## config.mk

```make
export PLATFORM = sky130hd
export DESIGN_NAME = rre_ctrl
export DESIGN_NICKNAME = d
export VERILOG_FILES = /design/src/hdl/rre_pkg.sv /design/src/hdl/rre_ctrl.sv
export SDC_FILE = /design/constraint.sdc
export NUM_CORES = 1
export LEC_CHECK = 0
export ABC_AREA = 1
export BUFFER_PORTS_ARGS = -buffer_cell sky130_fd_sc_hd__buf_2
export CORE_AREA = 2 2 39 41
export CTS_CLUSTER_SIZE = 25
export DETAILED_ROUTE_END_ITERATION = 8
export DIE_AREA = 0 0 41 43
export SLEW_MARGIN = 10
export SYNTH_ARGS = -nofsm -noshare
export SYNTH_HDL_FRONTEND = slang
export SYNTH_SLANG_ARGS = --single-unit
export TNS_END_PERCENT = 30
```

## constraint.sdc

```tcl
create_clock -name i_clk -period 2.4 [get_ports i_clk]
set_clock_uncertainty 0.2 [all_clocks]
set_input_delay 0.48 -clock i_clk [delete_from_list [all_inputs] [get_ports i_clk]]
set_output_delay 0.48 -clock i_clk [all_outputs]
set_load 0.01 [all_outputs]
```

## src/hdl/rre_pkg.sv

```systemverilog
// ----------------------------------------------------------------------------
// rre_pkg
// Shared types and constants of the rectangle raster engine: canvas sizes,
// action and register codes, controller states and the command and status
// bundles between controller and datapath.
// ----------------------------------------------------------------------------
package rre_pkg;

    localparam int MAX_SIDE  = 256;
    localparam int SIDE_W    = $clog2(MAX_SIDE);
    localparam int ADDR_W    = 2 * SIDE_W;
    localparam int MEM_DEPTH = MAX_SIDE * MAX_SIDE;

    localparam int CANVAS_W  = 9;   // canvas_width / canvas_height register width
    localparam int CHAR_W    = 8;
    localparam int RECT_W    = 9;
    localparam int POS_W     = 10;
    localparam int COORD_W   = 12;  // signed room for pos - 1 + size - 1
    localparam int CFG_IDX_W = 2;
    localparam int CFG_DAT_W = 9;

    localparam logic [CANVAS_W-1:0] CANVAS_RST = CANVAS_W'(MAX_SIDE);
    localparam logic [CHAR_W-1:0]   BG_RST     = 8'd32;

    // actions
    localparam logic [1:0] ACT_CLEAR = 2'd0;
    localparam logic [1:0] ACT_DRAW  = 2'd1;
    localparam logic [1:0] ACT_READ  = 2'd2;

    // configuration register indexes
    localparam logic [CFG_IDX_W-1:0] CFG_CANVAS_WIDTH  = 2'd0;
    localparam logic [CFG_IDX_W-1:0] CFG_CANVAS_HEIGHT = 2'd1;
    localparam logic [CFG_IDX_W-1:0] CFG_BACKGROUND    = 2'd2;

    typedef enum logic [2:0] {
        ST_IDLE,
        ST_BOUNDS,
        ST_CLIP,
        ST_WALK,
        ST_READ,
        ST_RESP
    } t_state;

    typedef struct packed {
        logic load;      // capture the input beat
        logic bounds;    // form rectangle corners
        logic clip;      // clip to the canvas, start the walk
        logic step;      // visit one pixel, write it if filled or border
        logic rd_issue;  // read the canvas
        logic out_load;  // load the output register
    } t_cmd;

    typedef struct packed {
        logic empty;     // clipped area holds no pixel
        logic last;      // walk sits on the final pixel
        logic out_free;  // output register can take a result
    } t_stat;

endpackage

```

## src/hdl/rre_ctrl.sv

```systemverilog
// ----------------------------------------------------------------------------
// rre_ctrl
// Controller of the rectangle raster engine: sequences clear, draw and read
// commands over the datapath.
// ----------------------------------------------------------------------------
module rre_ctrl (
    input  logic          i_clk,
    input  logic          i_rst_n,
    input  logic          i_in_valid,
    input  logic [1:0]    i_action,
    output logic          o_in_ready,
    input  rre_pkg::t_stat i_stat,
    output rre_pkg::t_cmd  o_cmd
);

    rre_pkg::t_state r_state;
    rre_pkg::t_state n_state;

    always_ff @(posedge i_clk) begin
        if (!i_rst_n) begin
            r_state <= rre_pkg::ST_IDLE;
        end else begin
            r_state <= n_state;
        end
    end

    always_comb begin
        n_state    = r_state;
        o_cmd      = '0;
        o_in_ready = 1'b0;
        case (r_state)
            rre_pkg::ST_IDLE: begin
                o_in_ready = 1'b1;
                if (i_in_valid) begin
                    o_cmd.load = 1'b1;
                    case (i_action)
                        rre_pkg::ACT_CLEAR,
                        rre_pkg::ACT_DRAW: n_state = rre_pkg::ST_BOUNDS;
                        rre_pkg::ACT_READ: n_state = rre_pkg::ST_READ;
                        default:           n_state = rre_pkg::ST_IDLE;
                    endcase
                end
            end
            rre_pkg::ST_BOUNDS: begin
                o_cmd.bounds = 1'b1;
                n_state      = rre_pkg::ST_CLIP;
            end
            rre_pkg::ST_CLIP: begin
                o_cmd.clip = 1'b1;
                n_state    = rre_pkg::ST_WALK;
            end
            rre_pkg::ST_WALK: begin
                // drop straight out when nothing survives clipping
                if (i_stat.empty) begin
                    n_state = rre_pkg::ST_IDLE;
                end else begin
                    o_cmd.step = 1'b1;
                    if (i_stat.last) begin
                        n_state = rre_pkg::ST_IDLE;
                    end
                end
            end
            rre_pkg::ST_READ: begin
                o_cmd.rd_issue = 1'b1;
                n_state        = rre_pkg::ST_RESP;
            end
            rre_pkg::ST_RESP: begin
                // hold the read data until the output register frees up
                if (i_stat.out_free) begin
                    o_cmd.out_load = 1'b1;
                    n_state        = rre_pkg::ST_IDLE;
                end
            end
            default: begin
                n_state = rre_pkg::ST_IDLE;
            end
        endcase
    end

endmodule

```

==> summary.md, run 1 <==
| Metric | Value |
|---|---|
| Top Registers | `r_state x3` |
| RSZ-0062 raised after global routing | `false` |
| Placed Cells | `about 70` |
| Post-Syn Area | `approximately 250 um2` |
| Clock slew at the register clock pins of the worst setup and hold paths | `roughly 0.04 ns` |
| Site row count | `14` |
| Clk_lat worst skew | `0.23 ns` |
| Top cells by area, synth | `dfxtp_1, nor2_1, inv_1` |
| CTS tree | `yes` |
| Net Sw Frac | `a little under half` |
| Post-synth top area share | `between 20 and 25%` |
| Share of cells above drive strength 1 | `between 40% and 50%` |
| Synth cell types | `14` |
| Final cycle utilization of the critical path | `76.8%` |
| Tot GR Track Use | `approximately a tenth` |
| Slack of the critical path | `0.558 ns` |
| TritonRoute pass-1 iters | `4` |
| Remaining Overflow, GRT | `0` |
| Cts hold-fix bufs | `0` |
| PortBufs | `14` |
| Worst-path fanout max | `9` |
| Core area | `1380 um2` |
| DRC viols | `0` |
| DIE HEIGHT | `about 43 um` |
| # clock sinks | `3` |
| Final std cells w/o fill | `75` |
| Internal power | `approximately 200 uW` |
| Antenna Nets Post-Route | `0` |
| Setup TNS | `0 ns` |
| Critical Path AT | `1.16 ns` |
| Post-synth EDFFs | `0` |
| Final hold viol count | `0` |
| DIE AREA | `1760 um2` |
| Comb power frac | `between 50% and 60%` |
| Ys flop type | `dfxtp_1` |
| Wirelength per Cell | `between 7 and 8 um` |
| Measured slew at the worst slew-check pin | `between 0.3 and 0.4 ns` |
| Vias | `311` |
| Antenna cells | `0` |
| Syn Inst Count | `between 40 and 50` |
| Post_cts resized | `0` |
| Worst vdd ir | `between 0.15 and 0.2 mV` |
| Minimum clock period | `around 1.8 ns` |
| Routed WL | `578 um` |
| First-pass GRT wire length | `approximately 1000 um` |
| Ys async rst share | `0%` |
| Ys Warns | `0` |
| Initial Util | `between 15 and 20%` |
| Slew margin rel. | `78.9%` |
| Area grow syn2layout | `42.2%` |
| I/O Pins | `15` |
| Synth area leader | `dfxtp_1` |
| Area of the multi-input gates | `140 um2` |
| Total chip power | `about 370 uW` |
| Avg Inst Size Synth | `roughly 5.9 um2` |
| Core Util, Final | `25.6%` |
| CTS buffer count | `3` |
| Hold WC Path Type | `in -> reg` |
| Critical setup path kind | `reg -> out` |
| DR iter-0 viols | `4` |
| RePlAce Congestion | `roughly 0.64` |
| Synthesized net count | `50` |
| Routed vias/inst | `approximately 4.1` |
| Status | `finished clean` |
| Pin count of the biggest net entering global routing | `10` |
| Max-cap violations | `0` |
| Final net count | `68` |
| CP Capture Type | `primary output` |
| Detail Placement HPWL | `between 400 and 500 um` |
| Sequential power share | `about a quarter` |
| Number of global-route vias before repair | `between 300 and 400` |
| Sw Pwr | `168 uW` |
| Initial antenna violation count | `0` |
| Sequential fraction of the synthesis area | `24.1%` |
| Largest register by flop count | `r_state` |
| Critical path required time | `about 1.7 ns` |
| Synth Register Bits | `3` |
| Dpl ws | `around 0.80 ns` |
| # Post-CTS Setup Buffers | `0` |
| Die X | `41 um` |
| Setup crit start kind | `flip-flop` |
| Most common cell in the synthesized netlist | `nor2_1` |
| Maximum buffer depth of the clock tree | `2` |
| Setup-failing EPs final | `0` |
| CTS root buffer | `clkbuf_4` |
| PD cells | `roughly 1100 nW/um2` |
| Max Clock Freq | `543 MHz` |
| # fillers | `159` |
| Register area | `60.1 um2` |
| Slew Limit Fails | `0` |
| H-Tree Depth | `1` |
| Lkg Pwr | `approximately 0.21 nW` |
| Largest register FFs | `3` |
| Clock power share | `24.2%` |
| Post-synth top cells | `nor2_1, inv_1, nand2_1` |
-- layer usage --
metal	global-route usage, %	vias up	part of all wire, %
met2	14.4	7	60
met1	7.72	142	34
met5	0	-	0
met3	4.71	0	6.4
met4	12.0	0	0
li1	-	162	-
-- metrics by stage --
step,area [um2],hold WS [ns]
2_1_floorplan,249,0.341
3_3_place_gp,328,0.405
3_5_place_dp,328,0.413
4_1_cts,354,0.284
5_1_grt,354,0.285
6_report,354,0.287
-- logic make-up after synthesis --
group                  Yosys count  share of synthesized area (%)
and+or+nand+nor                 26                           51.8
buffers and inverters           11                           19.6
DFF                              3                           24.1
AOI/OAI and AO/OA                2                           4.52
-- critical path, cell delays in order, from the launching register on --
cell     delay, ns
dfxtp_1       0.50
inv_2         0.10
nor3_1        0.18
buf_2         0.15
-- placed cells by master (no fill, tap or decap) --
cell	netlist	layout
clkbuf_1	0	1
nor3_1	3	3
nand3_2	2	2
nand3_1	2	2
buf_2	0	14
dfxtp_1	3	3
a31oi_1	1	1
clkbuf_4	0	3
o21ai_0	1	1
nand4_1	1	1
nand2_2	1	1
inv_2	2	2
nor2_2	3	3
inv_1	8	8
nand2_1	4	4
nor2_1	10	10
-- area by class of cell --
type / count / share of cell area (%)
Multi-Input combinational cell: 28 / 39.6
Timing Repair Buffer: 14 / 19.8
Sequential cell: 3 / 17.0
Inverter: 10 / 10.6
Clock buffer: 4 / 7.42
Tap cell: 16 / 5.65
-- worst paths after layout --
check,from,end,slack (ns),cells after the start
max,r_state[2],o_cmd[0],0.56,3
min,i_rst_n,r_state[1],0.29,3
max reg2reg,r_state[2],r_state[0],1.13,5
min reg2reg,r_state[1],r_state[1],0.41,2
-- power by group through the flow --
stage | clock, mW | combinational (mW) | sequential, mW
2_1_floorplan | 0 | 0.156 | 0.0805
3_3_place_gp | 0 | 0.189 | 0.0952
3_5_place_dp | 0 | 0.191 | 0.0957
4_1_cts | 0.0944 | 0.191 | 0.0950
5_1_grt | 0.106 | 0.212 | 0.101
6_report | 0.0901 | 0.187 | 0.0948
No activity file was read; power rests on OpenSTA's default activity.
==> run 2: changes to the inputs <==
ABC_AREA = 0   (was 1)
clock period = 1.48 ns   (was 2.4 ns; I/O delays follow)
==> summary.md, run 2 <==
| Metric | Value |
|---|---|
| Synth area leader | `dfxtp_1 (unchanged)` |
| DIE HEIGHT | `43 um (unchanged)` |
| Die X | `41 um (unchanged)` |
| CTS tree | `yes (unchanged)` |
| Synth cell types | `17 (was 14)` |
| Worst vdd ir | `0.415 mV (was 0.181 mV)` |
| Top Family by Delay on Critical Path | `simple AND/OR/NAND/NOR gates (was flip-flops)` |
| Top Registers | `r_state x3 (unchanged)` |
| Setup crit start kind | `flip-flop (unchanged)` |
| Ys async rst share | `0% (unchanged)` |
| Top cells by area, synth | `dfxtp_1, buf_6, nor3b_1 (was dfxtp_1, nor2_1, inv_1)` |
| Crit Reg-Reg Endpoint | `r_state[0] (unchanged)` |
| Critical Path AT | `1.07 ns (was 1.16 ns)` |
| Detail Placement HPWL | `458 um (was 493 um)` |
| Synthesized net count | `39 (was 50)` |
| Pin count of the biggest net entering global routing | `11 (was 10)` |
| # fillers | `151 (was 159)` |
| I/O Pins | `15 (unchanged)` |
| Area grow syn2layout | `82.1% (was 42.2%)` |
| Simple-Gate Fraction of Synth Area | `41.6% (was 51.8%)` |
| Wirelength per Cell | `10.1 um (was 7.71 um)` |
| H-Tree Depth | `1 (unchanged)` |
| Initial Util | `17.2% (was 18.0%)` |
| Sequential fraction of the synthesis area | `25.3% (was 24.1%)` |
| Most frequent cells in the layout | `buf_2, buf_4, nor2_1 (was buf_2, nor2_1, inv_1)` |
| Lkg Pwr | `0.210 nW (was 0.208 nW)` |
| DRC viols | `0 (unchanged)` |
| Ys Warns | `0 (unchanged)` |
| Post-synth top cells | `nor2_1, nor3_1, dfxtp_1, nand2_1, nor3b_1 (was nor2_1, inv_1, nand2_1)` |
| R2R Setup Slk | `0.14 ns (was 1.13 ns)` |
| Max Clock Freq | `around 640 MHz` |
| Worst path max stage delay | `0.36 ns (was 0.50 ns)` |
| Post-Syn Area | `238 um2 (was 249 um2)` |
| Failing checks | `negative setup slack` |
| Hold WC Path Type | `in -> reg (unchanged)` |
| # clock sinks | `3 (unchanged)` |
| PortBufs | `14 (unchanged)` |
| Vias | `304 (was 311)` |
| Worst flop-to-flop path startpoint | `r_state[1] (was r_state[2])` |
| Initial antenna violation count | `0 (unchanged)` |
| Critical path required time | `0.98 ns (was 1.72 ns)` |
| Buf+Inv Stages, Crit Path | `1 (was 2)` |
| DIE AREA | `1760 um2 (unchanged)` |
| Minimum clock period | `between 1.5 and 2 ns` |
| Setup TNS | `-0.259 ns (was 0 ns)` |
| Clk_lat worst skew | `0.24 ns (was 0.23 ns)` |
| Post-synth top area share | `25.3% (was 24.1%)` |
| Slew Limit Fails | `0 (unchanged)` |
| Avg Inst Size Synth | `7.67 um2 (was 5.93 um2)` |
| Worst-path fanout max | `6 (was 9)` |
| Antenna Nets Post-Route | `0 (unchanged)` |
| Final hold viol count | `0 (unchanged)` |
| Site row count | `14 (unchanged)` |
| Share of cells above drive strength 1 | `66.0% (was 42.4%)` |
| Critical Path Start | `r_state[1] (was r_state[2])` |
| Setup-failing EPs final | `6 (was 0)` |
| Synthesized-area fraction occupied by adder cells | `0% (unchanged)` |
| Slack of the critical path | `-0.0812 ns (was 0.558 ns)` |
| Syn Inst Count | `31 (was 42)` |
| Slowest cell on crit path | `dfxtp_4 (was dfxtp_1)` |
| Clock slew at the register clock pins of the worst setup and hold paths | `0.04 ns (about the same)` |
| Remaining Overflow, GRT | `0 (unchanged)` |
| CP endpoint | `o_cmd[5] (was o_cmd[0])` |
| DR iter-0 viols | `1 (was 4)` |
| Max-cap violations | `0 (unchanged)` |
| Post-synth EDFFs | `0 (unchanged)` |
| Final net count | `62 (was 68)` |
| Routed vias/inst | `4.41 (was 4.15)` |
| Total chip power | `477 uW (was 372 uW)` |
| CTS root buffer | `clkbuf_4 (unchanged)` |
| Mux contribution to synthesized area | `0% (unchanged)` |
| Cts hold-fix bufs | `0 (unchanged)` |
| Tot GR Track Use | `9.22% (was 9.74%)` |
| Ys flop type | `dfxtp_1 (unchanged)` |
| Most common cell after layout, fill and taps aside | `buf_2 (unchanged)` |
| Largest family of logic cells by synthesized area | `simple AND/OR/NAND/NOR gates (unchanged)` |
| Maximum buffer depth of the clock tree | `2 (unchanged)` |
| Final cycle utilization of the critical path | `105%` |
| Largest register by flop count | `r_state (unchanged)` |
| Stages on worst setup path | `3 (unchanged)` |
| Routed WL | `700 um (was 578 um)` |
| RSZ-0062 raised after global routing | `true (was false)` |
| Antenna cells | `0 (unchanged)` |
| Measured slew at the worst slew-check pin | `0.199 ns (was 0.316 ns)` |
| Core area | `1380 um2 (unchanged)` |
| PD cells | `1100 nW/um2 (was 1050 nW/um2)` |
| Number of global-route vias before repair | `286 (was 302)` |
| First-pass GRT wire length | `1060 um (was 1040 um)` |
| CP Capture Type | `primary output (unchanged)` |
| Slew margin rel. | `86.6% (was 78.9%)` |
| Largest register FFs | `3 (unchanged)` |
| TritonRoute pass-1 iters | `4 (unchanged)` |
| Synth Register Bits | `3 (unchanged)` |
| Critical setup path kind | `reg -> out (unchanged)` |
| XOR/XNOR Fraction of Synth Area | `0% (unchanged)` |
| RePlAce Congestion | `0.657 (was 0.645)` |
| Crit-path cells | `nor3_4 -> and2_4 -> buf_6 (was inv_2 -> nor3_1 -> buf_2)` |
| Core Util, Final | `31.3% (was 25.6%)` |
| Status | `finished, violations left (was finished clean)` |
| Worst Reg-to-Reg Cells | `5 (unchanged)` |
| Compound-Gate Fraction of Synth Area | `20.0% (was 4.52%)` |
| CTS buffer count | `3 (unchanged)` |
run 2: area by class of cell:
cell class / instances / area [um2] / area share, %
well taps: 16 / 20.0 / 4.62
flip-flops and latches: 3 / 71.3 / 16.5
inverters: 1 / 3.75 / 0.867
clock buffers: 4 / 26.3 / 6.07
multi-input cells: 24 / 181 / 41.9
repair buffers: 21 / 130 / 30.1
run 2: worst min-delay path by stage:
stage	from	slack, ns	cells after the start	to
6_report	i_rst_n	0.13	2	r_state[0]
5_1_grt	i_rst_n	0.13	2	r_state[0]
4_1_cts	i_rst_n	0.12	2	r_state[0]
3_5_place_dp	i_rst_n	0.36	2	r_state[0]
3_3_place_gp	i_rst_n	0.37	2	r_state[0]
2_1_floorplan	i_rst_n	0.23	1	r_state[0]
run 2: worst register-to-register path, stage by stage, from the launching register on:
cell and delay [ns]:
dfxtp_4 0.38, buf_2 0.16, nor3_1 0.06, a31oi_1 0.13, nor2_1 0.07, o211a_1 0.22
run 2: logic make-up (layout without fill, tap and decap cells):
| logic type | count (synthesis) | in the layout |
|---|---|---|
| simple gates | 18 | 18 |
| flops | 3 | 3 |
| compound gates | 6 | 6 |
| buf+inv | 4 | 26 |
run 2: stage by stage:
stage                     hold slack [ns]  instances  instance area [um2]  setup WS (ns)
final                               0.126         69                  433        -0.0812
after global routing                0.130         69                  433         -0.124
after CTS                           0.116         67                  417        -0.0940
after detailed placement            0.364         61                  328         0.0490
after global placement              0.366         61                  328         0.0547
after floorplan                     0.229         31                  243         0.0897
run 2: where the power goes:
part	internal, mW	total, mW	switching, mW	leakage (nW)
registers	0.0977	0.128	0.0307	0.0267
logic	0.116	0.202	0.0862	0.169
clock network	0.101	0.146	0.0452	0.0150
total	0.315	0.477	0.162	0.210
run 2: per-layer routing:
metal / share of wire [%] / up-vias / global-route usage [%]
li1: - / 157 / -
met1: 45 / 137 / 10.5
met2: 49 / 10 / 12.8
met3: 6.1 / 0 / 3.14
met4: 0 / 0 / 8.00
met5: 0 / - / 0
run 2: repair_timing:
action                                  in CTS  in global routing
resized for setup                           14                  2
setup buffers                                2                  2
endpoints found under the setup margin       7                  7
pin swaps                                    2                  4
